===== src/rtl/breath_phase_detector_macros.svh =====
// assertion macros shared by the breath phase detector rtl
`ifndef BREATH_PHASE_DETECTOR_MACROS_SVH
`define BREATH_PHASE_DETECTOR_MACROS_SVH

// same-cycle implication, clocked on clk_i, off while rst_ni is low
`define BPD_ASSERT_IMPL(name, ante, cons) \
  name: assert property (@(posedge clk_i) disable iff (!rst_ni) (ante) |-> (cons)) \
    else $error("bpd same-cycle check failed");

// next-cycle implication, clocked on clk_i, off while rst_ni is low
`define BPD_ASSERT_NEXT(name, ante, cons) \
  name: assert property (@(posedge clk_i) disable iff (!rst_ni) (ante) |=> (cons)) \
    else $error("bpd next-cycle check failed");

`endif


===== src/rtl/bpd_pkg.sv =====
// shared types, constants and helpers of the breath phase detector
`timescale 1ns / 1ps

package bpd_pkg;

  localparam int unsigned SAMPLE_BITS      = 12;
  localparam int unsigned LEVEL_BITS       = 20;
  localparam int unsigned ALPHA_BITS       = 16;
  localparam int unsigned SLOPE_BITS       = 16;
  localparam int unsigned CFG_IDX_BITS     = 3;
  localparam int unsigned CFG_DATA_BITS    = 16;
  localparam int unsigned PHASE_BITS       = 2;
  localparam int unsigned WINDOW_DEPTH_DEF = 16;

  localparam logic [ALPHA_BITS-1:0]  WEIGHT_EXHALED_RST = 16'd19661;
  localparam logic [ALPHA_BITS-1:0]  WEIGHT_OTHER_RST   = 16'd6554;
  localparam logic [SAMPLE_BITS-1:0] JUMP_LIMIT_RST     = 12'd300;
  localparam logic [SAMPLE_BITS-1:0] RISE_MARGIN_RST    = 12'd40;
  localparam logic [SLOPE_BITS-1:0]  SLOPE_FAST_RST     = 16'd1280;
  localparam logic [SLOPE_BITS-1:0]  SLOPE_SLOW_RST     = 16'd256;

  typedef enum logic [CFG_IDX_BITS-1:0] {
    CFG_WEIGHT_EXHALED = 3'd0,
    CFG_WEIGHT_OTHER   = 3'd1,
    CFG_JUMP_LIMIT     = 3'd2,
    CFG_RISE_MARGIN    = 3'd3,
    CFG_SLOPE_FAST     = 3'd4,
    CFG_SLOPE_SLOW     = 3'd5
  } cfg_reg_e;

  typedef enum logic [3:0] {
    PH_EXHALED  = 4'b0001,
    PH_INHALING = 4'b0010,
    PH_INHALED  = 4'b0100,
    PH_EXHALING = 4'b1000
  } phase_e;

  localparam logic [PHASE_BITS-1:0] PHASE_CODE_EXHALED  = 2'd0;
  localparam logic [PHASE_BITS-1:0] PHASE_CODE_INHALING = 2'd1;
  localparam logic [PHASE_BITS-1:0] PHASE_CODE_INHALED  = 2'd2;
  localparam logic [PHASE_BITS-1:0] PHASE_CODE_EXHALING = 2'd3;

  typedef struct packed {
    logic [SAMPLE_BITS-1:0] sample;
    logic                   force_pump;
    logic                   breathe_pump;
  } in_item_t;

  typedef struct packed {
    logic [SAMPLE_BITS-1:0] average;
    logic [LEVEL_BITS-1:0]  smoothed;
    logic [PHASE_BITS-1:0]  phase;
    logic                   pump_on;
    logic                   inhale_start;
  } out_item_t;

  typedef struct packed {
    logic [ALPHA_BITS-1:0]  weight_exhaled;
    logic [ALPHA_BITS-1:0]  weight_other;
    logic [SAMPLE_BITS-1:0] jump_limit;
    logic [SAMPLE_BITS-1:0] rise_margin;
    logic [SLOPE_BITS-1:0]  slope_fast;
    logic [SLOPE_BITS-1:0]  slope_slow;
  } cfg_t;

  typedef struct packed {
    logic force_pump;
    logic breathe_pump;
  } cmd_t;

  function automatic logic [PHASE_BITS-1:0] phase_code(phase_e ph);
    logic [PHASE_BITS-1:0] code;
    case (ph)
      PH_EXHALED:  code = PHASE_CODE_EXHALED;
      PH_INHALING: code = PHASE_CODE_INHALING;
      PH_INHALED:  code = PHASE_CODE_INHALED;
      PH_EXHALING: code = PHASE_CODE_EXHALING;
      default:     code = PHASE_CODE_EXHALED;
    endcase
    return code;
  endfunction

endpackage


===== src/rtl/bpd_ram.sv =====
// generic single-port-write, single-port-read ram with registered read
`timescale 1ns / 1ps

module bpd_ram #(
  parameter int unsigned WIDTH = 12,
  parameter int unsigned DEPTH = 16
) (
  input  logic                     clk_i,
  input  logic                     we_i,
  input  logic [$clog2(DEPTH)-1:0] waddr_i,
  input  logic [WIDTH-1:0]         wdata_i,
  input  logic [$clog2(DEPTH)-1:0] raddr_i,
  output logic [WIDTH-1:0]         rdata_o
);

  logic [WIDTH-1:0] mem_q [DEPTH];
  logic [WIDTH-1:0] rdata_q;

  always_ff @(posedge clk_i) begin
    if (we_i) begin
      mem_q[waddr_i] <= wdata_i;
    end
    rdata_q <= mem_q[raddr_i];
  end

  assign rdata_o = rdata_q;

endmodule


===== src/rtl/bpd_window.sv =====
// spike rejection and boxcar window running sum
`timescale 1ns / 1ps

module bpd_window #(
  parameter int unsigned WINDOW_DEPTH = bpd_pkg::WINDOW_DEPTH_DEF
) (
  input  logic                                                   clk_i,
  input  logic                                                   rst_ni,
  input  logic                                                   adv_i,
  input  logic [bpd_pkg::SAMPLE_BITS-1:0]                        sample_i,
  input  logic [bpd_pkg::SAMPLE_BITS-1:0]                        jump_limit_i,
  output logic [bpd_pkg::SAMPLE_BITS+$clog2(WINDOW_DEPTH)-1:0]   sum_o
);

  import bpd_pkg::*;

  localparam int unsigned LOG_D    = $clog2(WINDOW_DEPTH);
  localparam int unsigned SUM_BITS = SAMPLE_BITS + LOG_D;
  localparam int unsigned FILL_BITS = $clog2(WINDOW_DEPTH + 1);
  localparam logic [SUM_BITS-1:0]  DEPTH_S   = SUM_BITS'(WINDOW_DEPTH);
  localparam logic [LOG_D-1:0]     SLOT_LAST = LOG_D'(WINDOW_DEPTH - 1);
  localparam logic [FILL_BITS-1:0] FILL_FULL = FILL_BITS'(WINDOW_DEPTH);

  logic [SAMPLE_BITS-1:0] last_valid_q, last_valid_d;
  logic [SAMPLE_BITS-1:0] prime_q, prime_d;
  logic [SUM_BITS-1:0]    sum_q, sum_d;
  logic [LOG_D-1:0]       slot_q, slot_d;
  logic [FILL_BITS-1:0]   fill_q, fill_d;

  logic [SAMPLE_BITS-1:0] diff, clean, oldest, rd_data;
  logic [SUM_BITS-1:0]    sum_base;
  logic [LOG_D-1:0]       slot_inc, rd_addr;
  logic                   primed, unfilled, reject;

  assign primed   = (fill_q != '0);
  assign unfilled = (fill_q < FILL_FULL);

  // distance to the last accepted sample
  assign diff   = (sample_i >= last_valid_q) ? (sample_i - last_valid_q)
                                             : (last_valid_q - sample_i);
  assign reject = (diff > jump_limit_i) && (last_valid_q != '0);
  assign clean  = reject ? last_valid_q : sample_i;

  // slots not yet written since priming hold the priming sample
  assign oldest   = unfilled ? (primed ? prime_q : sample_i) : rd_data;
  assign sum_base = primed ? sum_q : ({{LOG_D{1'b0}}, sample_i} * DEPTH_S);
  assign sum_d    = sum_base - {{LOG_D{1'b0}}, oldest} + {{LOG_D{1'b0}}, clean};
  assign sum_o    = sum_d;

  assign slot_inc = (slot_q == SLOT_LAST) ? '0 : slot_q + 1'b1;
  assign slot_d   = adv_i ? slot_inc : slot_q;
  // read one slot ahead so the oldest entry is ready for the next transfer
  assign rd_addr  = slot_d;

  assign last_valid_d = adv_i ? clean : last_valid_q;
  assign prime_d      = (adv_i && !primed) ? sample_i : prime_q;
  assign fill_d       = (adv_i && unfilled) ? fill_q + 1'b1 : fill_q;

  bpd_ram #(
    .WIDTH (SAMPLE_BITS),
    .DEPTH (WINDOW_DEPTH)
  ) u_ram (
    .clk_i   (clk_i),
    .we_i    (adv_i),
    .waddr_i (slot_q),
    .wdata_i (clean),
    .raddr_i (rd_addr),
    .rdata_o (rd_data)
  );

  always_ff @(posedge clk_i or negedge rst_ni) begin
    if (!rst_ni) begin
      last_valid_q <= '0;
      sum_q        <= '0;
      slot_q       <= '0;
      fill_q       <= '0;
    end else begin
      last_valid_q <= last_valid_d;
      slot_q       <= slot_d;
      fill_q       <= fill_d;
      if (adv_i) begin
        sum_q <= sum_d;
      end
    end
  end

  always_ff @(posedge clk_i) begin
    prime_q <= prime_d;
  end

endmodule


===== src/rtl/bpd_phase.sv =====
// exponential smoother, breath phase machine and pump drive
`timescale 1ns / 1ps

module bpd_phase (
  input  logic                           clk_i,
  input  logic                           rst_ni,
  input  logic                           adv_i,
  input  logic [bpd_pkg::SAMPLE_BITS-1:0] avg_i,
  input  bpd_pkg::cmd_t                  cmd_i,
  input  bpd_pkg::cfg_t                  cfg_i,
  output bpd_pkg::out_item_t             item_o
);

  import bpd_pkg::*;

  localparam int unsigned DIFF_BITS = LEVEL_BITS + 1;
  localparam int unsigned PROD_BITS = DIFF_BITS + ALPHA_BITS + 1;
  localparam int unsigned CMP_BITS  = DIFF_BITS + 1;

  phase_e                 phase_q, phase_d;
  logic [LEVEL_BITS-1:0]  filt_q, filt_d;
  logic [SAMPLE_BITS-1:0] low_q, low_d;

  logic [ALPHA_BITS-1:0]       alpha;
  logic signed [DIFF_BITS-1:0] diff;
  logic signed [PROD_BITS-1:0] prod;
  logic signed [DIFF_BITS-1:0] slope;
  logic signed [CMP_BITS-1:0]  slope_x, fast_x, slow_x;
  logic [SAMPLE_BITS:0]        rise_lvl;
  logic                        start;

  assign alpha = (phase_q == PH_EXHALED) ? cfg_i.weight_exhaled : cfg_i.weight_other;

  // new = old + floor(alpha * (target - old) / 2^16)
  assign diff  = $signed({1'b0, avg_i, 8'b0}) - $signed({1'b0, filt_q});
  assign prod  = $signed({1'b0, alpha}) * diff;
  assign slope = prod[PROD_BITS-2 -: DIFF_BITS];
  assign filt_d = filt_q + slope[LEVEL_BITS-1:0];

  assign slope_x = {slope[DIFF_BITS-1], slope};
  assign fast_x  = $signed({{(CMP_BITS-SLOPE_BITS){1'b0}}, cfg_i.slope_fast});
  assign slow_x  = $signed({{(CMP_BITS-SLOPE_BITS){1'b0}}, cfg_i.slope_slow});

  always_comb begin
    phase_d  = phase_q;
    low_d    = low_q;
    start    = 1'b0;
    rise_lvl = '0;
    case (phase_q)
      PH_EXHALED: begin
        if (filt_d < {low_q, 8'b0}) begin
          low_d = filt_d[LEVEL_BITS-1 -: SAMPLE_BITS];
        end
        rise_lvl = {1'b0, low_d} + {1'b0, cfg_i.rise_margin};
        if ((slope_x > fast_x) && ({1'b0, filt_d} > {rise_lvl, 8'b0})) begin
          phase_d = PH_INHALING;
          start   = 1'b1;
        end
      end
      PH_INHALING: begin
        if (slope_x < slow_x) begin
          phase_d = PH_INHALED;
        end
      end
      PH_INHALED: begin
        if (slope_x < -fast_x) begin
          phase_d = PH_EXHALING;
        end
      end
      PH_EXHALING: begin
        if (slope_x > -slow_x) begin
          phase_d = PH_EXHALED;
          low_d   = filt_d[LEVEL_BITS-1 -: SAMPLE_BITS];
        end
      end
      default: begin
        phase_d = PH_EXHALED;
      end
    endcase
  end

  always_comb begin
    item_o.average      = avg_i;
    item_o.smoothed     = filt_d;
    item_o.phase        = phase_code(phase_d);
    item_o.pump_on      = cmd_i.force_pump ||
                          (cmd_i.breathe_pump && (phase_d inside {PH_EXHALED, PH_INHALING}));
    item_o.inhale_start = start;
  end

  always_ff @(posedge clk_i or negedge rst_ni) begin
    if (!rst_ni) begin
      phase_q <= PH_EXHALED;
      filt_q  <= '0;
      low_q   <= '1;
    end else if (adv_i) begin
      phase_q <= phase_d;
      filt_q  <= filt_d;
      low_q   <= low_d;
    end
  end

endmodule


===== src/rtl/breath_phase_detector.sv =====
// top level of the breath phase detector: handshake, pipeline and config
// throughput: one sample per cycle while the output is not held; the window
//   sum, the smoother multiply and the phase machine each close their feedback
//   loop within a single stage
// reset: control state, sums, level and phase clear at once; the window ram
//   is not cleared, the first sample after reset primes the whole window
`timescale 1ns / 1ps
`include "breath_phase_detector_macros.svh"

module breath_phase_detector #(
  parameter int unsigned WINDOW_DEPTH = bpd_pkg::WINDOW_DEPTH_DEF
) (
  input  logic                             clk_i,
  input  logic                             rst_ni,
  input  logic                             in_valid_i,
  output logic                             in_ready_o,
  input  bpd_pkg::in_item_t                in_item_i,
  output logic                             out_valid_o,
  input  logic                             out_ready_i,
  output bpd_pkg::out_item_t               out_item_o,
  input  logic                             cfg_we_i,
  input  logic [bpd_pkg::CFG_IDX_BITS-1:0]  cfg_idx_i,
  input  logic [bpd_pkg::CFG_DATA_BITS-1:0] cfg_wdata_i
);

  import bpd_pkg::*;

  localparam int unsigned LOG_D    = $clog2(WINDOW_DEPTH);
  localparam int unsigned SUM_BITS = SAMPLE_BITS + LOG_D;
  // reciprocal of the window depth, good to one unit below the quotient
  localparam int unsigned RSHIFT   = SUM_BITS + LOG_D;
  localparam int unsigned PRODW    = SUM_BITS + RSHIFT;
  localparam logic [RSHIFT-1:0]   RECIP   = RSHIFT'((64'd1 << RSHIFT) / WINDOW_DEPTH);
  localparam logic [SUM_BITS-1:0] DEPTH_S = SUM_BITS'(WINDOW_DEPTH);

  // configuration registers
  cfg_t cfg_q;

  always_ff @(posedge clk_i or negedge rst_ni) begin
    if (!rst_ni) begin
      cfg_q.weight_exhaled <= WEIGHT_EXHALED_RST;
      cfg_q.weight_other   <= WEIGHT_OTHER_RST;
      cfg_q.jump_limit     <= JUMP_LIMIT_RST;
      cfg_q.rise_margin    <= RISE_MARGIN_RST;
      cfg_q.slope_fast     <= SLOPE_FAST_RST;
      cfg_q.slope_slow     <= SLOPE_SLOW_RST;
    end else if (cfg_we_i) begin
      case (cfg_reg_e'(cfg_idx_i))
        CFG_WEIGHT_EXHALED: cfg_q.weight_exhaled <= cfg_wdata_i;
        CFG_WEIGHT_OTHER:   cfg_q.weight_other   <= cfg_wdata_i;
        CFG_JUMP_LIMIT:     cfg_q.jump_limit     <= cfg_wdata_i[SAMPLE_BITS-1:0];
        CFG_RISE_MARGIN:    cfg_q.rise_margin    <= cfg_wdata_i[SAMPLE_BITS-1:0];
        CFG_SLOPE_FAST:     cfg_q.slope_fast     <= cfg_wdata_i;
        CFG_SLOPE_SLOW:     cfg_q.slope_slow     <= cfg_wdata_i;
        default: ;  // unknown index, write dropped
      endcase
    end
  end

  // pipeline: s0 input register, s1 window sum, s2 quotient estimate,
  // s3 average, then the output register
  logic v0_q, v1_q, v2_q, v3_q, out_v_q;
  logic rdy0, rdy1, rdy2, rdy3, rdy_out;
  logic adv0, adv1, adv2, adv3;

  in_item_t               item0_q;
  cmd_t                   cmd1_q, cmd2_q, cmd3_q;
  logic [SUM_BITS-1:0]    sum1_q, sum2_q;
  logic [SAMPLE_BITS-1:0] quo2_q, avg3_q;
  out_item_t              out_q;

  logic [SUM_BITS-1:0]    sum_next;
  logic [PRODW-1:0]       quo_prod;
  logic [SUM_BITS-1:0]    back_prod, rem2;
  logic [SAMPLE_BITS-1:0] avg_d;
  out_item_t              res_d;

  // a stage takes a new transfer when empty or when it drains the same cycle
  assign rdy_out = !out_v_q || out_ready_i;
  assign rdy3    = !v3_q || rdy_out;
  assign rdy2    = !v2_q || rdy3;
  assign rdy1    = !v1_q || rdy2;
  assign rdy0    = !v0_q || rdy1;
  assign adv0    = v0_q && rdy1;
  assign adv1    = v1_q && rdy2;
  assign adv2    = v2_q && rdy3;
  assign adv3    = v3_q && rdy_out;

  assign in_ready_o  = rdy0;
  assign out_valid_o = out_v_q;
  assign out_item_o  = out_q;

  always_ff @(posedge clk_i or negedge rst_ni) begin
    if (!rst_ni) begin
      v0_q    <= 1'b0;
      v1_q    <= 1'b0;
      v2_q    <= 1'b0;
      v3_q    <= 1'b0;
      out_v_q <= 1'b0;
    end else begin
      if (in_valid_i && rdy0) begin
        v0_q <= 1'b1;
      end else if (adv0) begin
        v0_q <= 1'b0;
      end
      if (adv0) begin
        v1_q <= 1'b1;
      end else if (adv1) begin
        v1_q <= 1'b0;
      end
      if (adv1) begin
        v2_q <= 1'b1;
      end else if (adv2) begin
        v2_q <= 1'b0;
      end
      if (adv2) begin
        v3_q <= 1'b1;
      end else if (adv3) begin
        v3_q <= 1'b0;
      end
      if (adv3) begin
        out_v_q <= 1'b1;
      end else if (out_ready_i) begin
        out_v_q <= 1'b0;
      end
    end
  end

  // s0: spike rejection and window sum update
  bpd_window #(
    .WINDOW_DEPTH (WINDOW_DEPTH)
  ) u_window (
    .clk_i        (clk_i),
    .rst_ni       (rst_ni),
    .adv_i        (adv0),
    .sample_i     (item0_q.sample),
    .jump_limit_i (cfg_q.jump_limit),
    .sum_o        (sum_next)
  );

  // s1: multiply by the reciprocal of the depth
  assign quo_prod = {{RSHIFT{1'b0}}, sum1_q} * {{SUM_BITS{1'b0}}, RECIP};

  // s2: the estimate is the quotient or one below it, fix with one compare
  assign back_prod = {{LOG_D{1'b0}}, quo2_q} * DEPTH_S;
  assign rem2      = sum2_q - back_prod;
  assign avg_d     = (rem2 >= DEPTH_S) ? quo2_q + 1'b1 : quo2_q;

  // s3: smoother, phase machine and pump
  bpd_phase u_phase (
    .clk_i  (clk_i),
    .rst_ni (rst_ni),
    .adv_i  (adv3),
    .avg_i  (avg3_q),
    .cmd_i  (cmd3_q),
    .cfg_i  (cfg_q),
    .item_o (res_d)
  );

  // payload registers, no reset needed
  always_ff @(posedge clk_i) begin
    if (in_valid_i && rdy0) begin
      item0_q <= in_item_i;
    end
    if (adv0) begin
      sum1_q <= sum_next;
      cmd1_q <= '{force_pump: item0_q.force_pump, breathe_pump: item0_q.breathe_pump};
    end
    if (adv1) begin
      sum2_q <= sum1_q;
      quo2_q <= quo_prod[RSHIFT +: SAMPLE_BITS];
      cmd2_q <= cmd1_q;
    end
    if (adv2) begin
      avg3_q <= avg_d;
      cmd3_q <= cmd2_q;
    end
    if (adv3) begin
      out_q <= res_d;
    end
  end

  // input can only stall when every stage is full and the output is held
  `BPD_ASSERT_IMPL(a_stall_only_when_full, !in_ready_o, v0_q && out_v_q && !out_ready_i)
  // an input transfer always lands in the input register
  `BPD_ASSERT_NEXT(a_transfer_loads_s0, in_valid_i && in_ready_o, v0_q)
  // a result appears only from a filled last stage
  `BPD_ASSERT_NEXT(a_result_from_s3, !out_v_q && !v3_q, !out_valid_o)
  // the reciprocal estimate is never more than one below the quotient
  `BPD_ASSERT_IMPL(a_quotient_close, v2_q, rem2 < (DEPTH_S << 1))

endmodule


===== config.mk =====
export PLATFORM = sky130hd
export DESIGN_NAME = breath_phase_detector
export DESIGN_NICKNAME = d
export VERILOG_FILES = /design/src/rtl/bpd_pkg.sv /design/src/rtl/bpd_ram.sv /design/src/rtl/bpd_window.sv /design/src/rtl/bpd_phase.sv /design/src/rtl/breath_phase_detector.sv
export VERILOG_INCLUDE_DIRS = /design/src /design/src/rtl
export SDC_FILE = /design/constraint.sdc
export NUM_CORES = 2
export LEC_CHECK = 0
export BUFFER_PORTS_ARGS = -buffer_cell sky130_fd_sc_hd__buf_2
export CAP_MARGIN = 15
export CORE_ASPECT_RATIO = 1.25
export CORE_MARGIN = 3
export CORE_UTILIZATION = 60
export CTS_BUF_LIST = sky130_fd_sc_hd__clkbuf_2 sky130_fd_sc_hd__clkbuf_4 sky130_fd_sc_hd__clkbuf_8
export DETAILED_ROUTE_END_ITERATION = 8
export GPL_TIMING_DRIVEN = 0
export PLACE_DENSITY = 0.77
export SYNTH_ARGS = -nofsm -noshare
export SYNTH_HDL_FRONTEND = slang
export SYNTH_SLANG_ARGS = --single-unit

===== constraint.sdc =====
create_clock -name clk_i -period 35.1 [get_ports clk_i]
set_input_delay 5.265 -clock clk_i [delete_from_list [all_inputs] [get_ports clk_i]]
set_output_delay 5.265 -clock clk_i [all_outputs]
set_load 0.005 [all_outputs]

==> results.cfg <==
[global_route]
globalRouteTotalUtil_pct = 31.1
globalRouteOverflowTotal = 0
grt_antenna_before_repair = 5
via_count_of_the_first_global_routing_pass = 28300
wire_length_of_the_first_global_routing_pass_um = 155000
grt_max_degree = 95

[yosys]
synthTopCellsByArea = sky130_fd_sc_hd__edfxtp_1 (24%), sky130_fd_sc_hd__fa_1 (19%), sky130_fd_sc_hd__ha_1 (9.8%)
netlist-cell-type-count = 90
synth_top_area_share_pct = 24.0
asyncSetResetFlopFracSynth_pct = 35.0
synth.ff_latch_count = 474
top_cells_by_instance_count_after_synthesis = sky130_fd_sc_hd__nand2_1 (561), sky130_fd_sc_hd__inv_1 (545), sky130_fd_sc_hd__fa_1 (344), sky130_fd_sc_hd__edfxtp_1 (296), sky130_fd_sc_hd__ha_1 (291)
yosys_warnings = 0
post_synth.cell_area_avg_um2 = 10.3
synth-seq-area-share_pct = 36.0
synth-edff-count = 296
synth_top_flop_cell = sky130_fd_sc_hd__edfxtp_1
synth.most_common_cell = sky130_fd_sc_hd__nand2_1
synth_nets = 4285
synthesis.instances = 3612
synth_top_area_cell = sky130_fd_sc_hd__edfxtp_1
netlist_area_mm2 = 0.0371

[cts]
cts.repair_timing.setup_buffer_count = 0
clk-insertion-delay-late_ps = 680
clock_path_buffers = 3
post_cts_hold_buffer_count = 0
post_cts_sizing_count = 0
clockRootBuffer = sky130_fd_sc_hd__clkbuf_8
cts_sinks = 474
cts_inserted_buffers = 76
cts.reportedPaths.clkPinSlew_ps = 60
ctsHtreeMaxLevel = 3
tritoncts = done

[critical_path]
critPathMaxFanout = 10
cp_depth = 68
critical_path_buf_inv_count = 10
data_required_time_of_the_worst_path_ps = 35680
worstSetupEndpointType = flop
ff2ff_path_depth = 68
cp_data_arrival_time_ps = 19550
startpoint_type = flop
worstSetupPathType = reg2reg
crit_path_top_delay_cell = sky130_fd_sc_hd__mux2i_1
max_stage_delay_ps = 910
path_delay_family = compound AO/OA/AOI/OAI gates

[sta]
final_max_slew_viols = 0
worst_slew_pin_slew_ps = 1260
final.setup_skew_ps = 43.4
timing.setup.tns_ps = 0
fmaxAchievable_mhz = 52.7
tightest_slew_margin_relative_to_the_limit_pct = 13.5
rsz0062_at_grt = false
fin_crit_sh_pct = 54.0
setup_viol_count_final = 0
period_needed_ps = 18970
timing_hold_violations_final = 0

[layout]
nets = 4462
nFillCells = 4811
flow.area_growth_from_synthesis_pct = 8.95
drive_gt1_share_pct = 11.2

[drt]
vias = 27400
wl_per_cell_um = 21.2
remaining_drc_errors = 0
drt-pass1-iter-count = 5
routed_wl_um = 99400
detail_route.vias_per_cell = 5.85
drt-initial-drc-count = 2127
route.antenna.remaining_nets = 0

[run]
max_cap_viol_count = 0

[worst_hold_path]
worst_hold_path_depth = 0
hold_class = reg2reg

[place]
place_hpwl_um = 77800
buffer_ports.inserted = 75
place.gp.congestion = 0.969

[die]
fp.dieW_um = 228
core_area_mm2 = 0.0609
fp-row-count = 101
initial_utilization_pct = 60.8
fp.dieArea_mm2 = 0.0648
height_of_the_chip_um = 284
ioPinCount = 76

[status]
outcome = complete, no violations
==> worst register-to-register path: cells and delay by family, from the launching register on <==
family	cells	cell delay [ps]
and+or+nand+nor	14	3030
adders and majority gates	12	5000
muxes	1	910
AOI/OAI and AO/OA	28	5760
DFF	1	400
xor gates and xnor gates	3	1490
buffers and inverters	10	2280
==> area by class of cell <==
class	instances	area [um2]	area share, %
antenna	4	10.0	0.0248
timing repair buffer	99	633	1.57
tap	824	1030	2.55
multi-input combinational	2479	21300	52.7
buffer	111	433	1.07
clock inverter	26	231	0.573
sequential	474	13300	33.0
inverter	548	2060	5.09
clock buffer	114	1370	3.39
==> per-layer routing <==
metal  vias up  GRT usage [%]  routed length (um)
li1      12400              -                   -
met4         0           19.9                6960
met2      1155           53.2               50100
met5         -              0                   0
met1     13500           36.8               35900
met3       340           4.49                6450
==> cells in the final DEF, fill, tap and decap left out, types with 65 or more instances in the layout <==
cell type / instances
sky130_fd_sc_hd__nor2_1: 218
sky130_fd_sc_hd__fa_1: 344
sky130_fd_sc_hd__xnor2_1: 96
sky130_fd_sc_hd__o21ai_0: 108
sky130_fd_sc_hd__buf_2: 80
sky130_fd_sc_hd__clkbuf_1: 91
sky130_fd_sc_hd__dfrtp_1: 129
sky130_fd_sc_hd__nand3_1: 116
sky130_fd_sc_hd__ha_1: 291
sky130_fd_sc_hd__a21oi_1: 105
sky130_fd_sc_hd__clkbuf_8: 82
sky130_fd_sc_hd__a21o_1: 65
sky130_fd_sc_hd__inv_1: 545
sky130_fd_sc_hd__nand2_1: 561
sky130_fd_sc_hd__mux2_2: 112
sky130_fd_sc_hd__edfxtp_1: 296
==> path summary, 6_finish.rpt <==
check,slack (ps),end,start
setup / recovery,16130,u_phase.phase_q[1],u_phase.phase_q[2]
hold / removal,420,avg3_q[8],sum2_q[12]
setup reg to reg,16130,u_phase.phase_q[1],u_phase.phase_q[2]
hold reg to reg,420,avg3_q[8],sum2_q[12]
max in group asynchronous,29580,cfg_q[82],rst_ni
min in group asynchronous,4590,u_window.sum_q[6],rst_ni
==> state kept, by name, indices dropped and copies added (netlist names), 12 cells and up <==
| name | cells |
|---|---|
| item0_q | 14 |
| sum2_q | 12 |
| u_phase.filt_q | 20 |
| u_window.u_ram.rdata_o | 12 |
| u_phase.low_q | 12 |
| u_window.u_ram.mem_q | 192 |
| avg3_q | 12 |
| sum1_q | 12 |
| u_window.sum_q | 16 |
| out_item_o | 36 |
| u_window.prime_q | 12 |
| u_window.last_valid_q | 12 |
| cfg_q | 88 |
==> stage by stage <==
stage	instances	instance area (um2)	setup slack [ps]	hold WS (ps)	utilization, %
6_report	4679	40400	16130	418	66.3
5_1_grt	4679	40400	14920	429	66.3
4_1_cts	4671	40300	16340	418	66.2
3_5_place_dp	4531	38700	16430	405	63.6
3_3_place_gp	4511	38500	16140	401	63.2
2_1_floorplan	3612	37100	19890	400	-
==> kinds of logic after synthesis <==
family / Yosys count / share of synthesized area [%]
multiplexers: 140 / 4.17
XOR/XNOR: 138 / 3.30
AND/OR/NAND/NOR: 1117 / 13.3
buffers and inverters: 659 / 6.72
adder cells (fa/ha/maj): 635 / 28.4
flip-flops: 474 / 36.0
AO/OA/AOI/OAI: 449 / 8.10
Power is not shown: default switching activity piles up to over one toggle a cycle in this logic, so the estimate is an artifact.
